## config.mk

```make
export PLATFORM = sky130hd
export DESIGN_NAME = bb3ea_column_cell
export DESIGN_NICKNAME = d
export VERILOG_FILES = /design/src/rtl/core/bb3ea_pkg.sv /design/src/rtl/core/bb3ea_column_cell.sv
export SDC_FILE = /design/constraint.sdc
export NUM_CORES = 1
export LEC_CHECK = 0
export ABC_AREA = 1
export CORE_UTILIZATION = 40
export CTS_CLUSTER_DIAMETER = 60
export DETAILED_ROUTE_END_ITERATION = 7
export DONT_BUFFER_PORTS = 1
export PLACE_DENSITY = 0.56
export SKIP_CTS_REPAIR_TIMING = 1
export SLEW_MARGIN = 10
export SYNTH_ARGS = -nofsm -noshare
export SYNTH_HDL_FRONTEND = slang
export SYNTH_SLANG_ARGS = --single-unit
```

## constraint.sdc

```tcl
create_clock -name clk -period 2.7 [get_ports clk]
set_input_delay 0.405 -clock clk [delete_from_list [all_inputs] [get_ports clk]]
set_output_delay 0.405 -clock clk [all_outputs]
set_load 0.01 [all_outputs]
```

## src/rtl/core/bb3ea_pkg.sv

```systemverilog
// Shared types and constants of the 3x3 edge-aware box blur core.
// Used by every module under rtl/core; depends on nothing else.
`default_nettype none

package bb3ea_pkg;

    // Input word kinds carried on s_tuser.
    localparam logic OP_PIXEL = 1'b0;
    localparam logic OP_DRAIN = 1'b1;

    // Configuration register indexes.
    localparam int          CFG_INDEX_W     = 2;
    localparam logic [1:0]  CFG_IMAGE_WIDTH  = 2'd0;
    localparam logic [1:0]  CFG_IMAGE_HEIGHT = 2'd1;
    localparam int          CFG_DATA_W      = 11;
    localparam int          WIDTH_RESET     = 640;
    localparam int          HEIGHT_RESET    = 480;

    // Sum of up to nine 8-bit samples, and the neighbor count (at most 9).
    localparam int SUM_W   = 12;
    localparam int COUNT_W = 4;

    // Reciprocals for exact floor division of values below 2**15.
    localparam int          RECIP_SHIFT = 16;
    localparam int          RECIP_W     = 15;
    localparam logic [14:0] RECIP_3     = 15'd21846;
    localparam logic [14:0] RECIP_9     = 15'd7282;

    typedef struct packed {
        logic [7:0] red;
        logic [7:0] green;
        logic [7:0] blue;
    } pixel_t;

    // One window column: row above, center row, row below.
    typedef struct packed {
        pixel_t top;
        pixel_t mid;
        pixel_t bot;
    } column_t;

    // One line buffer entry: the pixel two rows back and one row back.
    typedef struct packed {
        pixel_t upper;
        pixel_t lower;
    } line_entry_t;

    typedef struct packed {
        logic [SUM_W-1:0] red;
        logic [SUM_W-1:0] green;
        logic [SUM_W-1:0] blue;
    } sum_t;

    // Frame-edge masks and end marker that travel with a result.
    typedef struct packed {
        logic top_ok;
        logic bot_ok;
        logic left_ok;
        logic right_ok;
        logic last;
    } win_ctrl_t;

endpackage

`default_nettype wire

```

## src/rtl/core/bb3ea_column_cell.sv

```systemverilog
// One cell of the window chain: holds a three-pixel column, passes it to
// the next cell, and registers its masked column sum. Depends on bb3ea_pkg.
`default_nettype none

module bb3ea_column_cell (
    input  wire                  clk,
    input  wire                  shift_en,
    input  bb3ea_pkg::column_t   col_in,
    output bb3ea_pkg::column_t   col_out,
    input  wire                  sum_en,
    input  wire                  top_ok,
    input  wire                  bot_ok,
    output bb3ea_pkg::sum_t      col_sum
);

    bb3ea_pkg::column_t col_reg;
    bb3ea_pkg::sum_t    sum_reg;
    bb3ea_pkg::sum_t    sum_next;

    // Column storage moves one cell down the chain per word.
    always_ff @(posedge clk)
    begin
        if (shift_en)
        begin
            col_reg <= col_in;
        end
    end

    // Rows outside the frame are left out of the sum.
    always_comb
    begin
        sum_next.red   = bb3ea_pkg::SUM_W'(col_reg.mid.red)
                       + bb3ea_pkg::SUM_W'(top_ok ? col_reg.top.red : 8'd0)
                       + bb3ea_pkg::SUM_W'(bot_ok ? col_reg.bot.red : 8'd0);
        sum_next.green = bb3ea_pkg::SUM_W'(col_reg.mid.green)
                       + bb3ea_pkg::SUM_W'(top_ok ? col_reg.top.green : 8'd0)
                       + bb3ea_pkg::SUM_W'(bot_ok ? col_reg.bot.green : 8'd0);
        sum_next.blue  = bb3ea_pkg::SUM_W'(col_reg.mid.blue)
                       + bb3ea_pkg::SUM_W'(top_ok ? col_reg.top.blue : 8'd0)
                       + bb3ea_pkg::SUM_W'(bot_ok ? col_reg.bot.blue : 8'd0);
    end

    always_ff @(posedge clk)
    begin
        if (sum_en)
        begin
            sum_reg <= sum_next;
        end
    end

    assign col_out = col_reg;
    assign col_sum = sum_reg;

endmodule

`default_nettype wire

```

==> Word level (Yosys, flattened, before mapping) <==
Cells that the tools add are included.
{ "word_totals": {"input_bits": 77, "out_inout_bits": 108, "regBits": 108, "elab_cells": 24} }
{ "classes": {"muxes": 6, "addsub": 6} }
{ "ops": {"columns": ["cell", "count"], "rows": [
  ["8-bit 2-to-1 mux", 6],
  ["9-bit by 8-bit adder with 10-bit output", 3],
  ["8-bit by 8-bit adder with 9-bit output", 3]
]} }

==> Logic depth before layout (Yosys ltp) <==
{ "depth": {"depth_word": 3, "depth_mapped": 12, "ltp_nobuf": 11} }

==> Least setup slack after synthesis <==
OpenSTA, ideal clock, no wires.
{ "synth_timing": {"kind": "input -> register", "from": "input port top_ok", "to": "register sum_reg, in the netlist col_sum[19] (data pin)", "setup_ns": 0.252, "path_buffers": 1, "t_required_ns": 2.448, "cell_stages": 12, "arrival_ns": 2.147, "setup_slack_ns": 0.301, "cell_sequence": "buf_2 nand2_1 fa_1 inv_1 ha_1 fa_1 nand2_1 nand2_1 nand3b_1 nand2_1 nand2_1 nand2_1"} }
{ "synth_rtl": {"columns": ["item", "line", "rtl"], "rows": [
  ["start: declaration", "bb3ea_column_cell.sv:11", "input wire top_ok,"],
  ["end signal: assignment", "bb3ea_column_cell.sv:47", "sum_reg <= sum_next;"],
  ["end: declaration", "bb3ea_column_cell.sv:17", "bb3ea_pkg::sum_t sum_reg;"]
]} }

==> impl_metrics.ini <==
[setup_path]
r2r-start = col_out[33]
arrival_ns = 2.49
cp-start-kind = flip-flop
worst-path-max-fanout = 3
cp-startpoint = col_out[33]
required_ns = 2.80
crit_path_end_kind = flip-flop
path_class = reg2reg
worst-r2r-cell-count = 11

[floorplan]
ioPinCount = 185
die_w_um = 114
core_area_um2 = 12200
placementRows = 40
initial_core_util = 0.414
fp.dieH_um = 114
die-area_um2 = 13100

[final_layout]
syn2layout_area_growth_pct = 8.39
fin_nets = 548
num_antenna_cells = 0
fillers = 1118
final_area_um2 = 5460
drive_gt1_frac = 0.0491

[global_routing]
grt-ovfl-total = 0
grt_max_degree = 73
grt_pass1_vias = 2763
grtUsageTotal = 0.151
grt_pass1_wl_um = 14400
antenna_found_initial = 0

[detailed_routing]
drc = 0
wl_per_cell_um = 15.4
route.met3.wl_um = 1020
postRouteWirelength_um = 9210
top_layer_used = met4
drtIter0Drc = 91
firstDrtPassIters = 4
wl_met1_um = 3480
via_per_inst = 4.57
met2RoutedLength_um = 4510
vias = 2724
ant_nets = 0

[synthesis]
synth_edf_count = 102
synth_flop_cell = edfxtp_1
synth.area.top_cells = edfxtp_1, fa_1, nand2_1
syn_area_per_cell_um2 = 12.1
postSynthCellCount = 417
post-synth-top-count-cell = nand2_1
synth_top_area_cell = edfxtp_1
yosysWarnings = 0
synth_top_area_frac = 0.608
synthesis.area_um2 = 5040
synthArstFlopShare = 0
synth_cell_types = 23
ys_top_cells_by_count = nand2_1, edfxtp_1, inv_1
synth-seq-cells = 102
ys_seq_area_frac = 0.608

[power]
p_switching_mw = 1.10
power_frac_seq = 0.552
swShare = 0.275
powerDensity_nw_per_um2 = 733
power.share.combinational = 0.165
internal_power_mw = 2.90
pwr-share-clk = 0.283
ir_drop_mv = 0.465
leakage_nw = 2.52

[cts]
cts_tree = yes
cts_buffer_depth = 2
clk_latency_ns = 0.35
clock-root-buffer = clkbuf_16
clk_pin_slew_ns = 0.07
cts_buffers = 9
htreeDepth = 3
clock-sinks = 102

[placed_design]
post_dp_cell_area_um2 = 5200
dp_hpwl_um = 7000
gp_congestion = 0.777
port-buffer-count = 0

[hold_path]
hold_class = in2reg
hold_path_depth = 0
holdCritStartpoint = col_in[16]

[timing]
skew_ns = 0.0102
max_freq_ghz = 0.419
slew_violations = 0
setup_viol_count_final = 0
finalSetupTns_ns = 0
fin_crit_ns = 2.39
finalCritPeriodShare = 0.884
rsz0062_at_grt = false
hold_viol = 0

[run_status]
outcome = complete, no violations

[flow_run]
maxCapViolations = 0
worst paths after layout:
check / end / slack (ns)
max: col_sum[19] / 0.31
min: col_out[16] / 0.15
min reg2reg: col_sum[24] / 0.89
max reg2reg: col_sum[19] / 0.31
power by group through the flow:
stage | Sequential [mW] | Combinational, mW | Clock, mW
4_1_cts | 2.22 | 0.672 | 1.18
2_1_floorplan | 2.20 | 0.561 | 0
3_3_place_gp | 2.25 | 0.651 | 0
6_report | 2.21 | 0.658 | 1.13
5_1_grt | 2.23 | 0.781 | 1.22
3_5_place_dp | 2.25 | 0.670 | 0
layout by cell type, fill, tap and decap left out, drive strengths merged, types with 3 or more instances in the layout:
cell / Yosys / layout
inv: 86 / 86
nand3: 14 / 14
nand2: 118 / 118
or2: 3 / 3
ha: 21 / 21
a21oi: 8 / 8
clkbuf: 0 / 11
xor2: 4 / 4
conb: 1 / 6
fa: 27 / 27
edfxtp: 102 / 102
clkinv: 0 / 5
nand3b: 3 / 3
xnor2: 5 / 5
nor2: 10 / 10
sequential cells by signal, summed over array words and instances (netlist names):
register and cells:
col_sum 30, col_out 72
worst max-delay path, cell delays in order (launching register included):
cell and delay [ns]:
edfxtp_1 0.40, inv_1 0.08, fa_1 0.53, inv_1 0.04
ha_1 0.22, fa_1 0.41, nand2_1 0.09, nand2_1 0.07
nand3b_1 0.13, nand2_1 0.06, nand2_1 0.06, nand2_1 0.05
per-stage QoR:
stage / util / hold slack, ns / setup WS [ns] / power (mW) / std cells
final: 0.449 / 0.151 / 0.312 / 4.00 / 596
after global routing: 0.449 / 0.129 / 0.115 / 4.24 / 596
after CTS: 0.449 / 0.130 / 0.310 / 4.07 / 596
after detailed placement: 0.428 / 0.504 / 0.326 / 2.92 / 580
after global placement: 0.428 / 0.504 / 0.353 / 2.90 / 580
after floorplan: - / 0.504 / 0.301 / 2.76 / 422
metal layers:
metal / vias to the layer above / track usage
li1: 1320 / -
met4: 0 / 0.0641
met1: 1250 / 0.157
met2: 138 / 0.255
met5: - / 0
met3: 16 / 0.0773
layout make-up:
| cell class | instances | area (um^2) | area share |
|---|---|---|---|
| flip-flops and latches | 102 | 3060 | 0.561 |
| multi-input cells | 224 | 1610 | 0.294 |
| inverters | 86 | 323 | 0.0591 |
| clock buffers | 11 | 233 | 0.0426 |
| well taps | 168 | 210 | 0.0385 |
| clock inverters | 5 | 26.3 | 0.00481 |
cell families (layout without fill, tap and decap cells):
| logic type | after synthesis | after routing | synth area share |
|---|---|---|---|
| fa+ha+maj | 48 | 48 | 0.159 |
| simple gates | 151 | 151 | 0.130 |
| buf+inv | 96 | 102 | 0.0770 |
| other cells | 1 | 6 | 0.000744 |
| flops | 102 | 102 | 0.608 |
| compound gates | 10 | 10 | 0.00993 |
| xor+xnor | 9 | 9 | 0.0156 |
Note: power is estimated with default switching activity, not from simulation.
