===== config.mk =====
export PLATFORM = sky130hd
export DESIGN_NAME = bb3ea_round_div
export DESIGN_NICKNAME = d
export VERILOG_FILES = /design/src/rtl/core/bb3ea_pkg.sv /design/src/rtl/core/bb3ea_round_div.sv
export SDC_FILE = /design/constraint.sdc
export NUM_CORES = 1
export LEC_CHECK = 0
export ABC_AREA = 0
export ABC_CLOCK_PERIOD_IN_PS = 8500
export BUFFER_PORTS_ARGS = -buffer_cell sky130_fd_sc_hd__buf_2
export CAP_MARGIN = 0
export CORE_UTILIZATION = 60
export DETAILED_ROUTE_END_ITERATION = 10
export GPL_TIMING_DRIVEN = 1
export PLACE_DENSITY = 0.87
export SLEW_MARGIN = 20
export SYNTH_ARGS = -nofsm -noshare
export SYNTH_HDL_FRONTEND = slang
export SYNTH_SLANG_ARGS = --single-unit

===== constraint.sdc =====
create_clock -name vclk -period 8.5
set_input_delay 0 -clock vclk [all_inputs]
set_output_delay 0 -clock vclk [all_outputs]
set_load 0.02 [all_outputs]

===== src/rtl/core/bb3ea_pkg.sv =====
// Shared types and constants of the 3x3 edge-aware box blur core.
// Used by every module under rtl/core; depends on nothing else.
`default_nettype none

package bb3ea_pkg;

    // Input word kinds carried on s_tuser.
    localparam logic OP_PIXEL = 1'b0;
    localparam logic OP_DRAIN = 1'b1;

    // Configuration register indexes.
    localparam int          CFG_INDEX_W     = 2;
    localparam logic [1:0]  CFG_IMAGE_WIDTH  = 2'd0;
    localparam logic [1:0]  CFG_IMAGE_HEIGHT = 2'd1;
    localparam int          CFG_DATA_W      = 11;
    localparam int          WIDTH_RESET     = 640;
    localparam int          HEIGHT_RESET    = 480;

    // Sum of up to nine 8-bit samples, and the neighbor count (at most 9).
    localparam int SUM_W   = 12;
    localparam int COUNT_W = 4;

    // Reciprocals for exact floor division of values below 2**15.
    localparam int          RECIP_SHIFT = 16;
    localparam int          RECIP_W     = 15;
    localparam logic [14:0] RECIP_3     = 15'd21846;
    localparam logic [14:0] RECIP_9     = 15'd7282;

    typedef struct packed {
        logic [7:0] red;
        logic [7:0] green;
        logic [7:0] blue;
    } pixel_t;

    // One window column: row above, center row, row below.
    typedef struct packed {
        pixel_t top;
        pixel_t mid;
        pixel_t bot;
    } column_t;

    // One line buffer entry: the pixel two rows back and one row back.
    typedef struct packed {
        pixel_t upper;
        pixel_t lower;
    } line_entry_t;

    typedef struct packed {
        logic [SUM_W-1:0] red;
        logic [SUM_W-1:0] green;
        logic [SUM_W-1:0] blue;
    } sum_t;

    // Frame-edge masks and end marker that travel with a result.
    typedef struct packed {
        logic top_ok;
        logic bot_ok;
        logic left_ok;
        logic right_ok;
        logic last;
    } win_ctrl_t;

endpackage

`default_nettype wire


===== src/rtl/core/bb3ea_round_div.sv =====
// Rounded average of a window sum over its neighbor count (1, 2, 3, 4, 6
// or 9), halves up, by shifts and reciprocal multiplies. Depends on bb3ea_pkg.
`default_nettype none

module bb3ea_round_div (
    input  bb3ea_pkg::sum_t                       sum,
    input  wire [bb3ea_pkg::COUNT_W-1:0]          count,
    output bb3ea_pkg::pixel_t                     avg
);

    localparam int XW = bb3ea_pkg::SUM_W + 1;
    localparam int PW = bb3ea_pkg::SUM_W + bb3ea_pkg::RECIP_W;

    // floor((2*s + n) / (2*n)); odd factors 3 and 9 use a reciprocal.
    function automatic logic [7:0] chan_div(
        input logic [bb3ea_pkg::SUM_W-1:0]   s,
        input logic [bb3ea_pkg::COUNT_W-1:0] n
    );
        logic [XW-1:0]                        x;
        logic [bb3ea_pkg::SUM_W-1:0]          y;
        logic [bb3ea_pkg::RECIP_W-1:0]        m;
        logic [PW-1:0]                        prod;
        logic [XW-1:0]                        q;
        logic                                 use_mul;
        x       = {s, 1'b0} + XW'(n);
        y       = x[XW-1:1];
        m       = bb3ea_pkg::RECIP_3;
        use_mul = 1'b0;
        q       = '0;
        case (n)
            4'd1: q = x >> 1;
            4'd2: q = x >> 2;
            4'd3:
            begin
                y       = x[XW-1:1];
                use_mul = 1'b1;
            end
            4'd4: q = x >> 3;
            4'd6:
            begin
                y       = bb3ea_pkg::SUM_W'(x >> 2);
                use_mul = 1'b1;
            end
            4'd9:
            begin
                y       = x[XW-1:1];
                m       = bb3ea_pkg::RECIP_9;
                use_mul = 1'b1;
            end
            default: q = '0;
        endcase
        prod = PW'(y) * PW'(m);
        if (use_mul)
        begin
            q = XW'(prod >> bb3ea_pkg::RECIP_SHIFT);
        end
        return q[7:0];
    endfunction

    assign avg.red   = chan_div(sum.red, count);
    assign avg.green = chan_div(sum.green, count);
    assign avg.blue  = chan_div(sum.blue, count);

endmodule

`default_nettype wire


; ---- Word-level counts from Yosys, hierarchy flattened
; Index checks and enable logic that the tools add are counted.
[totals]
elab_cells = 24
out_inout_bits = 24
ff_bits = 0
[op_classes]
addsub = 3
n_eq_ne = 6
mux = 11
mul = 3
reduce_logical = 1
[ops]
columns = cell, count
row1 = multiplier 12 x 15 -> 24 bit, 3
row2 = one-hot mux 8 bit (3 select lines), 3
row3 = adder 13 x 4 -> 13 bit, 3
row4 = two-way mux 12 bit, 3
row5 = two-way mux 8 bit, 3
row6 = two-way mux 15 bit, 1
row7 = equality test 4 x 2 -> 1 bit (second input constant), 2
row8 = equality test 4 x 3 -> 1 bit (second input constant), 2
row9 = equality test 4 x 1 -> 1 bit (second input constant), 1
row10 = equality test 4 bit (second input constant), 1
row11 = OR reduction 3 bit, 1
row12 = two-way mux 1 bit, 1

; ---- Depth between registers and ports, before layout
[logic_depth]
depth_word = 4
depth_mapped = 28
depth_no_buf = 27

; ---- Worst setup path before layout
; Ideal clock, no wire load.
[synth_path]
path_kind = input-to-output
from = input sum[24] in the netlist's numbering
to = output avg[20] in the netlist's numbering
t_arrival_ns = 6.243
path_stages = 25
path_slack_ns = 2.257
required_time_ns = 8.500
n_path_buf = 0
path_cell_list = ha_1 > inv_1 > fa_1 > nor2b_1 > o21ai_0 > nor2_1 > xnor2_1 > nand2_1 > nand2_1 > nor2_1 > ha_1 > inv_1 > fa_1 > fa_1 > inv_1 > fa_1 > inv_1 > fa_1 > inv_1 > ha_1 > a21o_1 > a31o_2 > a221oi_2 > o21ai_2 > o311ai_0
[synth_lines]
columns = item, line
row1 = start: declaration, bb3ea_round_div.sv:6  ; input bb3ea_pkg::sum_t sum,
row2 = end: declaration, bb3ea_round_div.sv:8  ; output bb3ea_pkg::pixel_t avg

==> reports/results.txt <==
The flow ran to the end, and the final reports show no timing, DRC or antenna violations. The worst hold path passes through 5 cells. The number of hold buffers added after CTS was 0; the global routing usage summed across all routing layers was 32.6%.

Critical path startpoint category: an input port. After detailed placement, the total cell area comes to 12300 sq um. For this block, the initial DRC count from the detailed router was 890.

In this run the standard cell core region covers 19000 sq um. Setup violations remaining at the end of the flow were counted as 0. The detailed-route vias per instance was 5.73; the number of port buffers was 64.

Row generation in the floorplan step produced 50 rows. The run gives 51200 um as the global-route wire length before repair. After detailed routing, the number of remaining DRC violations is 0. The synthesized netlist contains 75 unique library cells. The horizontal die dimension came out at 142 um. The run gives 0% as the sequential share of the synthesized area. The final critical path takes up 84.9% of the cycle. Clock buffers in the final layout number 0. Measured on the finished design, the core utilization comes to 64.9%. Setup repair after global routing left no endpoint under its margin. STA classifies the critical path endpoint as an output port. The logs give 5 for the initial antenna violation count and 0 for the count of antenna-violating nets left after detailed routing. The fmax came out at 139 MHz.

The classification of the worst setup path is input port to output port. The run gives 0 sq um as the total area of sequential cells. The average cell area after synthesis was 8.23 sq um; the share of cells above drive strength 1 was 6.56%. The logs give 1.00 for the weighted congestion reported at the end of routability-driven placement and 1724 for the cell total after placement.

Yosys printed 0 warnings. Worst hold-check path type: input port to output port. For the final instance area, the log shows 12300 sq um.

The wire-length estimate of the detail-placed layout is 27800 um. The logs give 7.22 ns for the data arrival time of the critical path and 61.9% for the effective utilization at floorplan. The run gives 24.4% as the headroom to the max-slew limit. After clock tree synthesis, the setup repair step added 0 buffers.

Synthesis produced 1425 cells. The run gives 5 as the length of the first detailed-routing pass in iterations. Excluding fillers, the count of instances in the completed layout stands at 1729. The clock period minus final worst setup slack came out at 7.22 ns. After filler insertion, the fill cell instance count of the layout stands at 1604.

The logs give 0 for the remaining global-route overflow and 0 for the reported max-cap violation count. The run gives 20100 sq um as the die area. The final route contains 9909 vias. Summed over all failing endpoints, the final setup total negative slack is 0 ns. For the number of top-level pins, the log shows 64. For the pin with the worst max-slew slack, the measured transition is 1.13 ns.

The tools report the number of nets in the layout as 1920. The netlist area before placement was 11700 sq um; the final hold violation count was 0. The maximum number of pins on one net before global-route repair was 40; the die boundary height was 142 um. After detailed routing, the average wire length per cell comes to 18.1 um.

Along the worst path, the maximum fanout reaches 14. Gates resized during post-CTS repair numbered 0. For this block, the routed nets add up to 31300 um of wire. The tools report the worst endpoint required time as 8.50 ns. The area overhead of the layout relative to synthesis is 4.94%. Net count after synthesis: 1879.

The run gives 0 as the sequential cell count of the final layout. The max-slew violation count was 0; the number of global-route vias before repair was 10400.
==> worst max-delay path, cell delays in order <==
cell                       delay (ns)
sky130_fd_sc_hd__buf_2           0.23
sky130_fd_sc_hd__ha_1            0.24
sky130_fd_sc_hd__inv_1           0.07
sky130_fd_sc_hd__fa_1            0.43
sky130_fd_sc_hd__nor2b_1         0.19
sky130_fd_sc_hd__o21ai_0         0.26
sky130_fd_sc_hd__xor2_1          0.45
sky130_fd_sc_hd__nor2_1          0.07
sky130_fd_sc_hd__a21oi_1         0.35
sky130_fd_sc_hd__nor2_1          0.09
sky130_fd_sc_hd__ha_1            0.33
sky130_fd_sc_hd__inv_1           0.06
sky130_fd_sc_hd__fa_1            0.50
sky130_fd_sc_hd__fa_1            0.50
sky130_fd_sc_hd__inv_1           0.06
sky130_fd_sc_hd__fa_1            0.54
sky130_fd_sc_hd__inv_1           0.06
sky130_fd_sc_hd__fa_1            0.54
sky130_fd_sc_hd__inv_1           0.05
sky130_fd_sc_hd__ha_1            0.36
sky130_fd_sc_hd__a21o_1          0.24
sky130_fd_sc_hd__a31o_2          0.23
sky130_fd_sc_hd__a221oi_2        0.40
sky130_fd_sc_hd__o21ai_2         0.16
sky130_fd_sc_hd__o311ai_0        0.54
sky130_fd_sc_hd__buf_2           0.27
==> placed cells by master, fill, tap and decap left out, drive strengths merged, types with 11 or more instances in the layout <==
master	instances
xor2	19
nand2	74
o22ai	17
fa	192
o211ai	11
buf	71
o21a	11
and3	11
a21o	13
a21oi	50
nand3	23
nand4	13
inv	408
xnor2	37
o21ai	47
ha	222
nor2	111
==> metrics by stage <==
stage	setup WS (ns)	hold WS [ns]
2_1_floorplan	2.26	0.341
3_3_place_gp	1.57	0.573
3_5_place_dp	1.40	0.570
4_1_cts	1.38	0.572
5_1_grt	0.919	0.637
6_report	1.28	0.579
==> kinds of logic after synthesis <==
logic type	Yosys count	share of synthesized area [%]
xor gates and xnor gates	56	4.18
buffers and inverters	440	14.3
adders and majority gates	414	56.5
and+or+nand+nor	282	11.2
AOI/OAI and AO/OA	226	13.3
muxes	7	0.608
==> per-layer routing <==
layer  track usage, %  part of all wire, %
met5                0                    0
met4             11.8                  3.8
met3             3.21                  7.3
met2             56.3                   48
met1             42.5                   41
==> Yosys cell counts, drive strengths merged, types with 6 or more instances <==
| library cell | n | share of area (%) |
|---|---|---|
| o31ai | 6 | 0.43 |
| clkbuf | 25 | 0.80 |
| a211oi | 9 | 0.62 |
| nor3 | 9 | 0.38 |
| o21ai | 47 | 2.1 |
| a21o | 13 | 0.83 |
| nand2 | 74 | 2.4 |
| xnor2 | 37 | 2.8 |
| and3 | 11 | 0.59 |
| o221ai | 7 | 0.58 |
| o21a | 11 | 0.70 |
| nand4 | 13 | 0.69 |
| nor2 | 111 | 3.6 |
| xor2 | 19 | 1.4 |
| a21oi | 50 | 2.1 |
| fa | 192 | 33 |
| o211ai | 11 | 0.75 |
| inv | 408 | 13 |
| ha | 222 | 24 |
| nand3 | 23 | 0.98 |
| a31oi | 6 | 0.32 |
| buf | 7 | 0.44 |
| mux2i | 6 | 0.51 |
| and2 | 9 | 0.48 |
| o22ai | 17 | 0.91 |
==> final timing paths <==
kind	slack [ns]	end	startpoint
setup / recovery	1.28	avg[20]	count[1]
hold / removal	0.58	avg[15]	sum[21]
==> area by class of cell <==
type	count	area [sq um]	area share (%)
diodes	5	12.5	0.102
multi-input cells	985	10100	81.8
repair buffers	71	373	3.03
inverters	408	1530	12.4
well taps	260	325	2.64
Power is left out: the tool's default activity adds up to more than one toggle a clock period on the data nets, which glitch-free logic cannot reach.
